$ cat src/design/alcu_pkg.sv
// Shared widths, constants and types for the aging life cell update block.
// No dependencies; every other file of the block imports this package.
`timescale 1ns / 1ps
`default_nettype none

package alcu_pkg;

  // Field widths
  localparam int AgeW   = 11;
  localparam int MaskW  = 8;
  localparam int CoordW = 9;
  localparam int CntW   = 4;
  localparam int RegW   = 10;
  localparam int IdxW   = 2;
  localparam int HashW  = 64;
  localparam int HalfW  = HashW / 2;

  // Default parameters
  localparam int GridSizeDefault   = 512;
  localparam int QueueDepthDefault = 2;

  // Hash finaliser
  localparam logic [HashW-1:0] MixMulA  = 64'hff51afd7ed558ccd;
  localparam logic [HashW-1:0] MixMulB  = 64'hc4ceb9fe1a85ec53;
  localparam int               MixShift = 33;

  // Remainder unit: hash bits consumed per cycle
  localparam int ModBits   = 8;
  localparam int ModChunks = HashW / ModBits;

  // Life rules
  localparam logic [AgeW-1:0] AgeMax     = 11'd2047;
  localparam logic [CntW-1:0] LonelyMax  = 4'd1;
  localparam logic [CntW-1:0] CrowdMin   = 4'd4;
  localparam logic [CntW-1:0] BirthCount = 4'd4;

  // Register reset values
  localparam logic [RegW-1:0] MaxLifeBaseRst   = 10'd800;
  localparam logic [RegW-1:0] MinLifeBaseRst   = 10'd501;
  localparam logic [RegW-1:0] MaxSlackRangeRst = 10'd720;
  localparam logic [RegW-1:0] MinSlackRangeRst = 10'd150;

  typedef enum logic [IdxW-1:0] {
    CfgMaxLifeBase   = 2'd0,
    CfgMinLifeBase   = 2'd1,
    CfgMaxSlackRange = 2'd2,
    CfgMinSlackRange = 2'd3
  } cfg_idx_e;

  typedef struct packed {
    logic [RegW-1:0] max_life_base;
    logic [RegW-1:0] min_life_base;
    logic [RegW-1:0] max_slack_range;
    logic [RegW-1:0] min_slack_range;
  } cfg_t;

  // One classified cell waiting for the back end
  typedef struct packed {
    logic [AgeW-1:0]  age;
    logic [CntW-1:0]  count;
    logic [HashW-1:0] seed;
  } cell_item_t;

endpackage

`default_nettype wire

$ cat src/design/alcu_if.sv
// Handshake channels of the aging life cell update block: cells in,
// next ages out, register writes. Depends on alcu_pkg.
`timescale 1ns / 1ps
`default_nettype none

interface alcu_in_if import alcu_pkg::*; ();
  logic              valid;
  logic              ready;
  logic [AgeW-1:0]   center_age;
  logic [MaskW-1:0]  neighbor_alive;
  logic [CoordW-1:0] col_index;
  logic [CoordW-1:0] row_index;

  modport source (output valid, center_age, neighbor_alive, col_index, row_index,
                  input ready);
  modport sink   (input valid, center_age, neighbor_alive, col_index, row_index,
                  output ready);
endinterface

interface alcu_out_if import alcu_pkg::*; ();
  logic            valid;
  logic            ready;
  logic [AgeW-1:0] next_age;

  modport source (output valid, next_age, input ready);
  modport sink   (input valid, next_age, output ready);
endinterface

interface alcu_cfg_if import alcu_pkg::*; ();
  logic            valid;
  logic            ready;
  logic [IdxW-1:0] index;
  logic [RegW-1:0] data;

  modport source (output valid, index, data, input ready);
  modport sink   (input valid, index, data, output ready);
endinterface

`default_nettype wire

$ cat src/design/aging_life_cell_update.sv
// Aging life cell update: one cell beat in, its next age out.
// The back end takes one cell at a time: two hashes share one 32x32 multiplier,
// each followed by the remainder unit, and no new cell is taken before the
// output register is written; the queue in front of it holds waiting cells.
// Reset clears the entropy counter, the queue and the handshakes and loads the
// register defaults. Depends on alcu_pkg, alcu_if, alcu_front, alcu_fifo, alcu_back.
`timescale 1ns / 1ps
`default_nettype none

module aging_life_cell_update import alcu_pkg::*; #(
  parameter int GRID_SIZE   = GridSizeDefault,
  parameter int QUEUE_DEPTH = QueueDepthDefault
) (
  input  wire logic  clk_i,
  input  wire logic  rst_ni,
  alcu_in_if.sink    in_i,
  alcu_out_if.source out_o,
  alcu_cfg_if.sink   cfg_i
);

  cfg_t       cfg_q;
  logic       push_valid, push_ready, pop_valid, pop_ready;
  cell_item_t push_data, pop_data;

  assign cfg_i.ready = 1'b1;

  always_ff @(posedge clk_i or negedge rst_ni) begin
    if (!rst_ni) begin
      cfg_q.max_life_base   <= MaxLifeBaseRst;
      cfg_q.min_life_base   <= MinLifeBaseRst;
      cfg_q.max_slack_range <= MaxSlackRangeRst;
      cfg_q.min_slack_range <= MinSlackRangeRst;
    end else if (cfg_i.valid) begin
      unique case (cfg_idx_e'(cfg_i.index))
        CfgMaxLifeBase:   cfg_q.max_life_base   <= cfg_i.data;
        CfgMinLifeBase:   cfg_q.min_life_base   <= cfg_i.data;
        CfgMaxSlackRange: cfg_q.max_slack_range <= cfg_i.data;
        CfgMinSlackRange: cfg_q.min_slack_range <= cfg_i.data;
        default: ;
      endcase
    end
  end

  alcu_front #(
    .GRID_SIZE (GRID_SIZE)
  ) u_front (
    .clk_i        (clk_i),
    .rst_ni       (rst_ni),
    .in_i         (in_i),
    .push_valid_o (push_valid),
    .push_ready_i (push_ready),
    .push_data_o  (push_data)
  );

  alcu_fifo #(
    .DEPTH (QUEUE_DEPTH)
  ) u_fifo (
    .clk_i        (clk_i),
    .rst_ni       (rst_ni),
    .push_valid_i (push_valid),
    .push_ready_o (push_ready),
    .push_data_i  (push_data),
    .pop_valid_o  (pop_valid),
    .pop_ready_i  (pop_ready),
    .pop_data_o   (pop_data)
  );

  alcu_back u_back (
    .clk_i       (clk_i),
    .rst_ni      (rst_ni),
    .pop_valid_i (pop_valid),
    .pop_ready_o (pop_ready),
    .pop_data_i  (pop_data),
    .cfg_i       (cfg_q),
    .out_o       (out_o)
  );

endmodule

`default_nettype wire

$ cat src/design/alcu_front.sv
// Front end: takes a cell beat, counts the alive neighbours inside the grid
// and draws the hash seed from the entropy counter. Depends on alcu_pkg, alcu_if.
`timescale 1ns / 1ps
`default_nettype none

module alcu_front import alcu_pkg::*; #(
  parameter int GRID_SIZE = GridSizeDefault
) (
  input  wire logic       clk_i,
  input  wire logic       rst_ni,
  alcu_in_if.sink         in_i,
  output logic            push_valid_o,
  input  wire logic       push_ready_i,
  output cell_item_t      push_data_o
);

  logic [HashW-1:0] ctr_q, ctr_d;
  logic             x_lo, x_mid, x_hi, y_lo, y_mid, y_hi;
  logic [MaskW-1:0] in_grid;
  logic [MaskW-1:0] live;
  logic [CntW-1:0]  count;

  // Neighbour sides that stay on the grid; a cell off the grid sees the same test
  assign x_lo  = (in_i.col_index != '0) && (32'(in_i.col_index) <= 32'(GRID_SIZE));
  assign x_mid = (32'(in_i.col_index) < 32'(GRID_SIZE));
  assign x_hi  = (32'(in_i.col_index) < 32'(GRID_SIZE - 1));
  assign y_lo  = (in_i.row_index != '0) && (32'(in_i.row_index) <= 32'(GRID_SIZE));
  assign y_mid = (32'(in_i.row_index) < 32'(GRID_SIZE));
  assign y_hi  = (32'(in_i.row_index) < 32'(GRID_SIZE - 1));

  // Bit order: dx outer, dy inner, centre skipped
  assign in_grid = {x_hi & y_hi, x_hi & y_mid, x_hi & y_lo,
                    x_mid & y_hi, x_mid & y_lo,
                    x_lo & y_hi, x_lo & y_mid, x_lo & y_lo};
  assign live = in_i.neighbor_alive & in_grid;

  always_comb begin
    count = '0;
    for (int i = 0; i < MaskW; i++) begin
      count = count + CntW'(live[i]);
    end
  end

  assign in_i.ready   = push_ready_i;
  assign push_valid_o = in_i.valid;

  assign push_data_o.age   = in_i.center_age;
  assign push_data_o.count = count;
  assign push_data_o.seed  = ctr_q + HashW'(1);

  // Two draws per cell: advance by two on each accepted beat
  assign ctr_d = (in_i.valid && push_ready_i) ? ctr_q + HashW'(2) : ctr_q;

  always_ff @(posedge clk_i or negedge rst_ni) begin
    if (!rst_ni) begin
      ctr_q <= '0;
    end else begin
      ctr_q <= ctr_d;
    end
  end

endmodule

`default_nettype wire

$ cat src/design/alcu_fifo.sv
// Short queue between front and back end, registers only.
// Depends on alcu_pkg.
`timescale 1ns / 1ps
`default_nettype none

module alcu_fifo import alcu_pkg::*; #(
  parameter int DEPTH = QueueDepthDefault
) (
  input  wire logic        clk_i,
  input  wire logic        rst_ni,
  input  wire logic        push_valid_i,
  output logic             push_ready_o,
  input  wire cell_item_t  push_data_i,
  output logic             pop_valid_o,
  input  wire logic        pop_ready_i,
  output cell_item_t       pop_data_o
);

  localparam int PtrW = (DEPTH > 1) ? $clog2(DEPTH) : 1;
  localparam int FillW = $clog2(DEPTH + 1);

  cell_item_t             slot_q [DEPTH];
  logic [PtrW-1:0]        wr_q, wr_d, rd_q, rd_d;
  logic [FillW-1:0]       fill_q, fill_d;
  logic                   push, pop;

  assign push_ready_o = (fill_q != FillW'(DEPTH));
  assign pop_valid_o  = (fill_q != '0);
  assign pop_data_o   = slot_q[rd_q];

  assign push = push_valid_i && push_ready_o;
  assign pop  = pop_valid_o && pop_ready_i;

  always_comb begin
    wr_d = wr_q;
    rd_d = rd_q;
    if (push) begin
      wr_d = (wr_q == PtrW'(DEPTH - 1)) ? '0 : wr_q + PtrW'(1);
    end
    if (pop) begin
      rd_d = (rd_q == PtrW'(DEPTH - 1)) ? '0 : rd_q + PtrW'(1);
    end
    fill_d = fill_q + FillW'(push) - FillW'(pop);
  end

  always_ff @(posedge clk_i or negedge rst_ni) begin
    if (!rst_ni) begin
      wr_q   <= '0;
      rd_q   <= '0;
      fill_q <= '0;
    end else begin
      wr_q   <= wr_d;
      rd_q   <= rd_d;
      fill_q <= fill_d;
    end
  end

  always_ff @(posedge clk_i) begin
    if (push) begin
      slot_q[wr_q] <= push_data_i;
    end
  end

endmodule

`default_nettype wire

$ cat src/design/alcu_back.sv
// Back end: two hash finalisers on one shared 32x32 multiplier, an 8-bit-a-cycle
// remainder unit, the life rule and the output register. Depends on alcu_pkg, alcu_if.
`timescale 1ns / 1ps
`default_nettype none

module alcu_back import alcu_pkg::*; (
  input  wire logic        clk_i,
  input  wire logic        rst_ni,
  input  wire logic        pop_valid_i,
  output logic             pop_ready_o,
  input  wire cell_item_t  pop_data_i,
  input  wire cfg_t        cfg_i,
  alcu_out_if.source       out_o
);

  localparam int ChunkW = $clog2(ModChunks);

  typedef enum logic [3:0] {
    StIdle = 4'b0001,
    StMul  = 4'b0010,
    StMod  = 4'b0100,
    StDone = 4'b1000
  } back_state_e;

  back_state_e      state_q, state_d;
  cell_item_t       item_q, item_d;
  logic [HashW-1:0] h_q, h_d, acc_q, acc_d;
  logic [1:0]       step_q, step_d;
  logic             rnd_q, rnd_d, hsel_q, hsel_d;
  logic [RegW-1:0]  rem_q, rem_d;
  logic [ChunkW-1:0] chunk_q, chunk_d;
  logic [RegW-1:0]  slack_max_q, slack_max_d, slack_min_q, slack_min_d;
  logic             out_valid_q, out_valid_d;
  logic [AgeW-1:0]  out_age_q, out_age_d;

  logic [HashW-1:0] mul_k;
  logic [HalfW-1:0] mul_a, mul_b;
  logic [HashW-1:0] prod, acc_sum, mixed;
  logic [RegW-1:0]  range, rem_next, slack;
  logic [AgeW-1:0]  max_life, min_life, age_inc, next_age;

  function automatic logic [HashW-1:0] premix(input logic [HashW-1:0] seed,
                                              input logic [CntW-1:0]  cnt,
                                              input logic [AgeW-1:0]  age);
    logic [HashW-1:0] v;
    v = seed ^ HashW'(cnt) ^ HashW'(age);
    return v ^ (v >> MixShift);
  endfunction

  // Low 64 bits of h * k as three 32x32 partial products, one a cycle
  assign mul_k = rnd_q ? MixMulB : MixMulA;

  always_comb begin
    unique case (step_q)
      2'd1: begin
        mul_a = h_q[HashW-1:HalfW];
        mul_b = mul_k[HalfW-1:0];
      end
      2'd2: begin
        mul_a = h_q[HalfW-1:0];
        mul_b = mul_k[HashW-1:HalfW];
      end
      default: begin
        mul_a = h_q[HalfW-1:0];
        mul_b = mul_k[HalfW-1:0];
      end
    endcase
  end

  assign prod    = HashW'(mul_a) * HashW'(mul_b);
  assign acc_sum = (step_q == 2'd0) ? prod : acc_q + {prod[HalfW-1:0], {HalfW{1'b0}}};
  assign mixed   = acc_sum ^ (acc_sum >> MixShift);

  // Restoring remainder, ModBits hash bits a cycle, most significant first
  assign range = hsel_q ? cfg_i.min_slack_range : cfg_i.max_slack_range;

  always_comb begin
    logic [RegW:0] r;
    rem_next = rem_q;
    for (int i = 0; i < ModBits; i++) begin
      r = {rem_next, h_q[HashW-1-i]};
      if (r >= {1'b0, range}) begin
        r = r - {1'b0, range};
      end
      rem_next = r[RegW-1:0];
    end
  end

  assign slack = (range == '0) ? '0 : rem_next;

  // Life rule
  assign max_life = {1'b0, cfg_i.max_life_base} + {1'b0, slack_max_q};
  assign min_life = {1'b0, cfg_i.min_life_base} + {1'b0, slack_min_q};
  assign age_inc  = (item_q.age == AgeMax) ? AgeMax : item_q.age + AgeW'(1);

  always_comb begin
    if (item_q.age == '0) begin
      next_age = (item_q.count == BirthCount) ? AgeW'(1) : '0;
    end else if (item_q.age < min_life) begin
      next_age = age_inc;
    end else if (item_q.count <= LonelyMax || item_q.count >= CrowdMin ||
                 item_q.age >= max_life) begin
      next_age = '0;
    end else begin
      next_age = age_inc;
    end
  end

  assign pop_ready_o  = (state_q == StIdle);
  assign out_o.valid    = out_valid_q;
  assign out_o.next_age = out_age_q;

  always_comb begin
    state_d     = state_q;
    item_d      = item_q;
    h_d         = h_q;
    acc_d       = acc_q;
    step_d      = step_q;
    rnd_d       = rnd_q;
    hsel_d      = hsel_q;
    rem_d       = rem_q;
    chunk_d     = chunk_q;
    slack_max_d = slack_max_q;
    slack_min_d = slack_min_q;
    out_age_d   = out_age_q;
    out_valid_d = out_valid_q && !out_o.ready;

    unique case (state_q)
      StIdle: begin
        if (pop_valid_i) begin
          item_d  = pop_data_i;
          h_d     = premix(pop_data_i.seed, pop_data_i.count, pop_data_i.age);
          step_d  = 2'd0;
          rnd_d   = 1'b0;
          hsel_d  = 1'b0;
          state_d = StMul;
        end
      end
      StMul: begin
        acc_d = acc_sum;
        if (step_q == 2'd2) begin
          h_d    = mixed;
          step_d = 2'd0;
          if (!rnd_q) begin
            rnd_d = 1'b1;
          end else begin
            rem_d   = '0;
            chunk_d = '0;
            state_d = StMod;
          end
        end else begin
          step_d = step_q + 2'd1;
        end
      end
      StMod: begin
        h_d     = h_q << ModBits;
        rem_d   = rem_next;
        chunk_d = chunk_q + ChunkW'(1);
        if (chunk_q == ChunkW'(ModChunks - 1)) begin
          if (!hsel_q) begin
            // Second draw for the minimum lifespan
            slack_max_d = slack;
            hsel_d      = 1'b1;
            h_d         = premix(item_q.seed + HashW'(1), item_q.count, item_q.age);
            rnd_d       = 1'b0;
            step_d      = 2'd0;
            state_d     = StMul;
          end else begin
            slack_min_d = slack;
            state_d     = StDone;
          end
        end
      end
      StDone: begin
        // Hold until the output register is free
        if (!out_valid_q || out_o.ready) begin
          out_valid_d = 1'b1;
          out_age_d   = next_age;
          state_d     = StIdle;
        end
      end
      default: begin
        state_d = StIdle;
      end
    endcase
  end

  always_ff @(posedge clk_i or negedge rst_ni) begin
    if (!rst_ni) begin
      state_q     <= StIdle;
      step_q      <= '0;
      rnd_q       <= 1'b0;
      hsel_q      <= 1'b0;
      chunk_q     <= '0;
      out_valid_q <= 1'b0;
    end else begin
      state_q     <= state_d;
      step_q      <= step_d;
      rnd_q       <= rnd_d;
      hsel_q      <= hsel_d;
      chunk_q     <= chunk_d;
      out_valid_q <= out_valid_d;
    end
  end

  always_ff @(posedge clk_i) begin
    item_q      <= item_d;
    h_q         <= h_d;
    acc_q       <= acc_d;
    rem_q       <= rem_d;
    slack_max_q <= slack_max_d;
    slack_min_q <= slack_min_d;
    out_age_q   <= out_age_d;
  end

endmodule

`default_nettype wire

$ cat src/flat_wrapper.sv
// flat-port wrapper written by rule: the top's interface ports become plain ports
module aging_life_cell_update_flat import alcu_pkg::*;
#(
  parameter int GRID_SIZE   = GridSizeDefault,
  parameter int QUEUE_DEPTH = QueueDepthDefault
)
  (clk_i, rst_ni, in_i_valid, in_i_center_age, in_i_neighbor_alive, in_i_col_index, in_i_row_index, in_i_ready, out_o_valid, out_o_next_age, out_o_ready, cfg_i_valid, cfg_i_index, cfg_i_data, cfg_i_ready);
  alcu_in_if in_i_i ();
  alcu_out_if out_o_i ();
  alcu_cfg_if cfg_i_i ();
  input  wire logic clk_i;
  input  wire logic rst_ni;
  input wire logic [$bits(in_i_i.valid)-1:0] in_i_valid;
  input wire logic [$bits(in_i_i.center_age)-1:0] in_i_center_age;
  input wire logic [$bits(in_i_i.neighbor_alive)-1:0] in_i_neighbor_alive;
  input wire logic [$bits(in_i_i.col_index)-1:0] in_i_col_index;
  input wire logic [$bits(in_i_i.row_index)-1:0] in_i_row_index;
  output wire logic [$bits(in_i_i.ready)-1:0] in_i_ready;
  output wire logic [$bits(out_o_i.valid)-1:0] out_o_valid;
  output wire logic [$bits(out_o_i.next_age)-1:0] out_o_next_age;
  input wire logic [$bits(out_o_i.ready)-1:0] out_o_ready;
  input wire logic [$bits(cfg_i_i.valid)-1:0] cfg_i_valid;
  input wire logic [$bits(cfg_i_i.index)-1:0] cfg_i_index;
  input wire logic [$bits(cfg_i_i.data)-1:0] cfg_i_data;
  output wire logic [$bits(cfg_i_i.ready)-1:0] cfg_i_ready;
  assign in_i_i.valid = in_i_valid;
  assign in_i_i.center_age = in_i_center_age;
  assign in_i_i.neighbor_alive = in_i_neighbor_alive;
  assign in_i_i.col_index = in_i_col_index;
  assign in_i_i.row_index = in_i_row_index;
  assign in_i_ready = in_i_i.ready;
  assign out_o_valid = out_o_i.valid;
  assign out_o_next_age = out_o_i.next_age;
  assign out_o_i.ready = out_o_ready;
  assign cfg_i_i.valid = cfg_i_valid;
  assign cfg_i_i.index = cfg_i_index;
  assign cfg_i_i.data = cfg_i_data;
  assign cfg_i_ready = cfg_i_i.ready;
  aging_life_cell_update #(.GRID_SIZE(GRID_SIZE), .QUEUE_DEPTH(QUEUE_DEPTH)) u_core (.clk_i(clk_i), .rst_ni(rst_ni), .in_i(in_i_i), .out_o(out_o_i), .cfg_i(cfg_i_i));
endmodule
$ cat config.mk
export PLATFORM = sky130hd
export DESIGN_NAME = aging_life_cell_update_flat
export DESIGN_NICKNAME = d
export VERILOG_FILES = /design/src/design/alcu_pkg.sv /design/src/design/alcu_if.sv /design/src/design/aging_life_cell_update.sv /design/src/design/alcu_front.sv /design/src/design/alcu_fifo.sv /design/src/design/alcu_back.sv /design/src/flat_wrapper.sv
export SDC_FILE = /design/constraint.sdc
export NUM_CORES = 2
export LEC_CHECK = 0
export BUFFER_PORTS_ARGS = -buffer_cell sky130_fd_sc_hd__buf_2
export CORE_ASPECT_RATIO = 1.4
export CORE_MARGIN = 2
export CORE_UTILIZATION = 30
export DETAILED_ROUTE_END_ITERATION = 8
export PLACE_DENSITY = 0.42
export SLEW_MARGIN = 20
export SYNTH_ARGS = -nofsm -noshare
export SYNTH_HDL_FRONTEND = slang
export SYNTH_SLANG_ARGS = --single-unit
$ cat constraint.sdc
create_clock -name clk_i -period 41 [get_ports clk_i]
set_clock_uncertainty 0.2 [all_clocks]
set_input_delay 8.2 -clock clk_i [delete_from_list [all_inputs] [get_ports clk_i]]
set_output_delay 8.2 -clock clk_i [all_outputs]
set_load 0.03 [all_outputs]
Word-level counts from Yosys, hierarchy flattened
Memory sizes are Yosys's and may differ from the RTL's.
Cells that the tools add are included.
{ "word_totals": {"ram_bits": 158, "memories": 1, "output_inout_bits": 14, "in_bits": 54, "wordCells": 186, "register_bits": 368} }
{ "memory_table": {"columns": ["memory", "depth", "width", "rd", "rd_ports_with_merged_regs", "wr", "line", "text"], "rows": [
  ["u_core.u_fifo.slot_q", 2, 79, 1, 0, 1, "alcu_fifo.sv:22", "cell_item_t slot_q [DEPTH];"]
]} }
{ "classes": {"n_mux": 55, "magnitude_cmp": 14, "reduce_logical": 32, "n_mul": 1, "eq_ne": 19, "addsub": 28, "bitwise": 13} }
{ "ops": {"columns": ["op", "count"], "rows": [
  ["$mux W64", 5],
  ["$pmux W64 S3", 1],
  ["$xor A64 B31 Y64", 3],
  ["$add A64 B1 Y64 const B", 2],
  ["$xor A64 B11 Y64", 2],
  ["$xor A64 B4 Y64", 2],
  ["$mux W10", 12],
  ["$ge A11 B10 Y1", 8],
  ["$sub A10 B10 Y10", 8],
  ["$add A64 B2 Y64 const B", 1],
  ["$add A64 B64 Y64", 1],
  ["$mul A32 B32 Y64", 1],
  ["$mux W32", 2],
  ["$mux W62", 1],
  ["$mux W11", 4],
  ["$mux W4", 6],
  ["$add A10 B10 Y11", 2],
  ["$pmux W10 S2", 1],
  ["$lt A9 B9 Y1 const B", 2],
  ["$reduce_bool A9 Y1", 2],
  ["$add A4 B1 Y4", 4],
  ["$pmux W4 S4", 1],
  ["$reduce_and A3 Y1", 5],
  ["$ne A2 B2 Y1 const B", 7],
  ["42 further kinds", 79]
]} }

Depth between registers and ports, before layout
{ "depth": {"ltp_word": 18, "ltp_mapped": 103, "depth_no_buf": 91} }

Hierarchy
Synthesis repeated with hierarchy kept, for this count alone.
{ "unflattened": {"hier_cells": 5600, "hier_area_um2": 59852.4} }
{ "by_module_without_submodules": {"columns": ["module", "area_each_um2", "n_inst", "seq_area_each_um2", "cells_each"], "rows": [
  ["alcu_back", 48865.6, 1, 7748.7, 4919],
  ["alcu_fifo", 5950.7, 1, 4844.6, 268],
  ["alcu_front", 3404.5, 1, 1576.5, 324],
  ["aging_life_cell_update", 1631.6, 1, 1023.5, 89]
]} }

Least setup slack after synthesis
Ideal clock, no wire load.
{ "synth_path": {"kind": "reg-to-reg", "start": "register u_core.u_back.hsel_q", "end": "register u_core.u_back.slack_max_q[8] (data pin)", "path_stages_with_launch": 98, "slack_ps": 20665, "t_arrival_ps": 19830, "path_buffers": 12, "synth_period_minus_slack_ps": 20335, "t_required_ps": 40495, "setup_time_ps": 305, "path_cell_list": "dfrtp_1 clkbuf_1 buf_1 mux2i_1 ha_1 and3_1 o21a_1 nor2_4 a21o_1 nand2_1 o21ai_0 inv_1 ha_1 nor2b_1 o2111ai_1 a31o_2 a41oi_1 a311oi_1 [... 62 more ...] buf_2 buf_2 a21oi_1 ha_1 nor2b_1 o21ai_0 a21boi_0 o21ai_0 a21oi_1 o21ai_0 a21boi_0 nor3_1 o21ai_0 a21oi_1 clkbuf_1 nor2b_1 a211oi_1 a211oi_1"} }
{ "synth_between": {"elab_chain_cells": 18, "elab_cells_between_ends": 27, "cone_classes": "add/sub (8); order compare (8); mux (10); reduce/logical (1)"} }
{ "synth_rtl": {"columns": ["item", "line", "text"], "rows": [
  ["start, declared", "alcu_back.sv:29", "logic rnd_q, rnd_d, hsel_q, hsel_d;"],
  ["start signal, assigned", "alcu_back.sv:200", "hsel_q <= hsel_d;"],
  ["$mux W10 (*)", "alcu_back.sv:75", "assign range = hsel_q ? cfg_i.min_slack_range : cfg_i.max_slack_range;"],
  ["$sub A10 B10 Y10 / $ge A11 B10 Y1 (equally long branches)", "alcu_back.sv:83, alcu_back.sv:82", null],
  ["$mux W10", "alcu_back.sv:82", "if (r >= {1'b0, range}) begin"],
  ["$sub A10 B10 Y10 / $ge A11 B10 Y1 (equally long branches)", "alcu_back.sv:83, alcu_back.sv:82", null],
  ["$mux W10", "alcu_back.sv:82", null],
  ["$sub A10 B10 Y10 / $ge A11 B10 Y1 (equally long branches)", "alcu_back.sv:83, alcu_back.sv:82", null],
  ["$mux W10", "alcu_back.sv:82", null],
  ["$sub A10 B10 Y10 / $ge A11 B10 Y1 (equally long branches)", "alcu_back.sv:83, alcu_back.sv:82", null],
  ["[... 3 more ...]", null, null],
  ["$sub A10 B10 Y10 / $ge A11 B10 Y1 (equally long branches)", "alcu_back.sv:83, alcu_back.sv:82", null],
  ["$mux W10", "alcu_back.sv:82", null],
  ["$sub A10 B10 Y10 / $ge A11 B10 Y1 (equally long branches)", "alcu_back.sv:83, alcu_back.sv:82", null],
  ["$mux W10", "alcu_back.sv:82", null],
  ["$sub A10 B10 Y10 / $ge A11 B10 Y1 (equally long branches)", "alcu_back.sv:83, alcu_back.sv:82", null],
  ["$mux W10", "alcu_back.sv:82", null],
  ["$mux W10 (*)", "alcu_back.sv:89", "assign slack = (range == '0) ? '0 : rem_next;"],
  ["named net u_core.u_back.slack[8]", "alcu_back.sv:39", "logic [RegW-1:0] range, rem_next, slack;"],
  ["end signal, assigned", "alcu_back.sv:211", "slack_max_q <= slack_max_d;"],
  ["end, declared", "alcu_back.sv:32", "logic [RegW-1:0] slack_max_q, slack_max_d, slack_min_q, slack_min_d;"]
]} }
The timed path passes the listed nets; every way through them passes the cells marked *.
A chain may end at the register's enable or synchronous reset.

Worst setup path in the final report
{ "layout_path": {"start": "register u_core.u_back.hsel_q", "end": "register u_core.u_back.slack_max_q[1] (data pin)"} }
{ "layout_between": {"elab_chain_cells": 18, "elab_cells_between_ends": 27, "cone_classes": "add/sub (8); order compare (8); mux (10); reduce/logical (1)"} }
{ "layout_rtl": {"columns": ["item", "line"], "rows": [
  ["$mux W10 (*)", "alcu_back.sv:75"],
  ["$sub A10 B10 Y10 / $ge A11 B10 Y1 (equally long branches)", "alcu_back.sv:83, alcu_back.sv:82"],
  ["$mux W10", "alcu_back.sv:82"],
  ["$sub A10 B10 Y10 / $ge A11 B10 Y1 (equally long branches)", "alcu_back.sv:83, alcu_back.sv:82"],
  ["$mux W10", "alcu_back.sv:82"],
  ["$sub A10 B10 Y10 / $ge A11 B10 Y1 (equally long branches)", "alcu_back.sv:83, alcu_back.sv:82"],
  ["$mux W10", "alcu_back.sv:82"],
  ["$sub A10 B10 Y10 / $ge A11 B10 Y1 (equally long branches)", "alcu_back.sv:83, alcu_back.sv:82"],
  ["[... 3 more ...]", null],
  ["$sub A10 B10 Y10 / $ge A11 B10 Y1 (equally long branches)", "alcu_back.sv:83, alcu_back.sv:82"],
  ["$mux W10", "alcu_back.sv:82"],
  ["$ge A11 B10 Y1 / $sub A10 B10 Y10 (equally long branches)", "alcu_back.sv:82, alcu_back.sv:83"],
  ["$mux W10", "alcu_back.sv:82"],
  ["$sub A10 B10 Y10 / $ge A11 B10 Y1 (equally long branches)", "alcu_back.sv:83, alcu_back.sv:82"],
  ["$mux W10", "alcu_back.sv:82"],
  ["$mux W10 (*)", "alcu_back.sv:89"],
  ["named net u_core.u_back.slack[1]", "alcu_back.sv:39"]
]} }
Marks and branches as above.

==> impl_metrics.csv <==
group,metric,value,unit
floorplan,ios,68,
synth,ys_warn_count,0,
sta,rsz0062_at_grt,"false",
layout,fillerInstances,20402,
worst_setup_path,worstRegToRegCells,89,
sta,tightest_slew,1110,ps
synth,yosys.area.top_type,"fa_1",
global_route,grt_max_degree,68,
worst_setup_path,cp-start-kind,"flip-flop",
sta,setup_violations,0,
sta,tns,0,ps
clock_network,clock_latency,620,ps
detailed_routing,ant_nets,0,
clock_network,post_cts_buffers,0,
synth,synthTopCellsByArea,"fa_1, edfxtp_1, ha_1",
worst_setup_path,cpMaxStageDelayCell,"dfrtp_1",
global_route,grt-ovfl-total,0,
floorplan,die_w,382,µm
clock_network,cts_tree,"built",
worst_setup_path,endpoint,"u_core.u_back.slack_max_q[1]",
sta,drv_slew,0,
synth,syn_area,0.0600,mm²
detailed_routing,wirelength,216,mm
floorplan,placementRows,194,
worst_setup_path,path_delay_family,"compound AO/OA/AOI/OAI gates",
detailed_routing,wire_per_inst,25.7,µm
worst_setup_path,worstPathArrival,24670,ps
detailed_routing,routed_via_density,4.86,
synth,syn_area_per_cell,10.6,µm²
clock_network,cts.sinks,522,
run_status,status,"finished, final reports clean",
worst_setup_path,startpoint,"u_core.u_back.hsel_q",
global_route,first_global_vias,44875,
clock_network,cts.clk_slew.worst_paths,70,ps
job,max_cap_viol_count,0,
worst_hold_path,min-delay-path-class,"reg2reg",
worst_setup_path,criticalPathCategory,"reg2reg",
worst_setup_path,crit_path_max_fanout,23,
worst_setup_path,cp.depth,89,
synth,seq_area_frac_synth,25.2,%
sta,post-route-period-util,59.8,%
layout,ff_latch_area,0.0151,mm²
detailed_routing,first_iter_violations,2541,
synth,yosys.cell_types.count,100,
global_route,grt_use_total,21.3,%
floorplan,die_h,533,µm
sta,layout_min_cycle_time,24530,ps
synth,postSynthCellCount,5663,
worst_setup_path,cp_num_buf_inv,7,
synth,async_reset_ff_share,22.8,%
worst_setup_path,cp_slowest_stage_delay,890,ps
floorplan,coreArea,0.199,mm²
sta,relSlewSlack,26.0,%
layout,area_growth,8.92,%
layout,drive_above_1_share,8.17,%
sta,max_freq,40.8,MHz
placement,portBuffers,66,
floorplan,start_util,30.1,%
worst_setup_path,crit_top_cell,"o21ai_0",
clock_network,cts_inserted_buffers,44,
layout,nets,7108,
worst_setup_path,required,41140,ps
sta,hold_viol,0,
global_route,grt_pass1_wl,317,mm
detailed_routing,drt_pass1_iterations,5,
clock_network,cts_resized,0,
floorplan,die_area,0.204,mm²
detailed_routing,vias,40824,
synth,yosysTopAreaCellShare,29.3,%
synth,synth_nets,7056,
worst_setup_path,ff2ff_setup_slack,16470,ps
clock_network,clockBufferDepth,3,
clock_network,postCtsHoldBufs,0,
placement,place.gp.congestion,0.921,
worst_setup_path,r2r-end,"u_core.u_back.slack_max_q[1]",
detailed_routing,drc,0,
placement,dp_hpwl,182,mm
synth,synth-main-ff-cell,"edfxtp_1",
clock_network,htreeDepth,2,
layout,multi_input_area,0.0407,mm²
synth,synth_seq_cells,522,
worst_setup_path,r2r-start,"u_core.u_back.hsel_q",
worst_setup_path,crit_path_end_kind,"flip-flop",
clock_network,cts-root-buf,"clkbuf_16",
synth,synth_edf_count,403,
global_route,antenna_found_initial,4,
## synthesized netlist by cell type (11+ instances only)
master      n
a211oi_1   48
a21boi_0   17
a21o_1     76
a21oi_1   172
a221o_1    17
a22oi_1    27
a31oi_1    14
and2_1     78
and3_1     42
buf_1      21
clkbuf_1  112
dfrtp_1   100
dfstp_2    19
edfxtp_1  403
fa_1      878
ha_1      461
inv_1     991
mux2_2    166
mux2i_1    54
nand2_1   402
nand2b_1  107
nand3_1    74
nand4_1    55
nor2_1    326
nor2b_1    59
nor3_1     40
nor4_1     12
o211ai_1   31
o21a_1     46
o21ai_0   168
o21bai_1   24
o221ai_1   22
or2_2      17
or3_1      11
xnor2_1   301
xor2_1    101
## routing by layer
layer | global-route usage [%] | part of all wire (%) | vias to the layer above
li1 | - | - | 18709
met1 | 25.3 | 40 | 21095
met2 | 40.5 | 54 | 801
met3 | 1.40 | 2.9 | 217
met4 | 6.76 | 3.5 | 2
met5 | 0 | 0.0060 | -
## layout by cell type (no fill, tap or decap), types with 17 or more instances in the layout
master	instances
nor2b_1	57
a211oi_1	47
xnor2_1	301
dfstp_2	19
nor3_1	40
mux2_2	166
edfxtp_1	403
or2_2	17
fa_1	878
o21ai_0	168
dfrtp_1	98
clkbuf_16	45
nand3_1	74
nand2_1	402
ha_1	459
a21o_1	76
xor2_1	101
and3_1	41
mux2i_1	54
buf_4	83
buf_2	65
inv_1	990
o221ai_1	22
nand2b_1	107
o21a_1	46
a21oi_1	171
o21bai_1	24
nand4_1	55
a21boi_0	17
a221o_1	17
o211ai_1	31
and2_1	78
nor2_1	323
a22oi_1	27
## through the flow
| stage | cells | area (µm²) | utilization, % | hold slack [ps] | worst slack [ps] |
|---|---|---|---|---|---|
| 3_3_place_gp | 8314 | 63800 | 32.0 | 273 | 16640 |
| 4_1_cts | 8397 | 65400 | 32.8 | 266 | 16430 |
| 5_1_grt | 8398 | 65400 | 32.8 | 275 | 14500 |
| 6_report | 8399 | 65400 | 32.8 | 262 | 16470 |
| 3_5_place_dp | 8315 | 63800 | 32.0 | 276 | 16530 |
| 2_1_floorplan | 5663 | 60000 | - | 242 | 20670 |
## how the worst min path moves through the flow
| stage | to | depth (start not counted) | start |
|---|---|---|---|
| after global routing | u_core.u_fifo.slot_q[1][59] | 0 | u_core.u_front.ctr_q[59] |
| after global placement | u_core.u_fifo.slot_q[0][59] | 0 | u_core.u_front.ctr_q[59] |
| final | u_core.u_fifo.slot_q[1][59] | 0 | u_core.u_front.ctr_q[59] |
| after floorplan | u_core.u_fifo.slot_q[0][59] | 0 | u_core.u_front.ctr_q[59] |
| after detailed placement | u_core.u_fifo.slot_q[0][59] | 0 | u_core.u_front.ctr_q[59] |
| after CTS | u_core.u_fifo.slot_q[0][59] | 0 | u_core.u_front.ctr_q[59] |
## layout make-up
type,instances,area share [%]
sequential,522,23.1
antenna,2,0.00765
clock inverter,31,0.618
tap,2646,5.06
inverter,994,5.71
multi-input combinational,4004,62.3
timing repair buffer,149,1.47
clock buffer,51,1.76
## flip-flops by register name, summed over array words and instances (netlist names)
| name | flops |
|---|---|
| u_core.u_fifo.slot_q | 156 |
| u_core.u_back.item_q | 78 |
| u_core.u_back.acc_q | 64 |
| u_core.u_back.h_q | 64 |
| u_core.u_front.ctr_q | 63 |
| u_core.cfg_q | 40 |
| u_core.u_back.out_o.next_age | 11 |
| u_core.u_back.rem_q | 10 |
| u_core.u_back.slack_max_q | 10 |
| u_core.u_back.slack_min_q | 10 |
| u_core.u_back.state_q | 4 |
| u_core.u_back.chunk_q | 3 |
| u_core.u_back.step_q | 2 |
| u_core.u_fifo.fill_q | 2 |
| u_core.u_back.hsel_q | 1 |
| u_core.u_back.out_o.valid | 1 |
| u_core.u_back.rnd_q | 1 |
| u_core.u_fifo.rd_q | 1 |
| u_core.u_fifo.wr_q | 1 |
## kinds of logic after synthesis
| kind of cell | synth area share, % |
|---|---|
| compound gates | 8.56 |
| fa+ha+maj | 38.9 |
| flops | 25.2 |
| other cells | 0.0125 |
| xor+xnor | 6.02 |
| simple gates | 10.1 |
| mux | 4.08 |
| buf+inv | 7.16 |
Power is left out: the tool's default activity adds up to more than one toggle a clock period on the data nets, which glitch-free logic cannot reach.
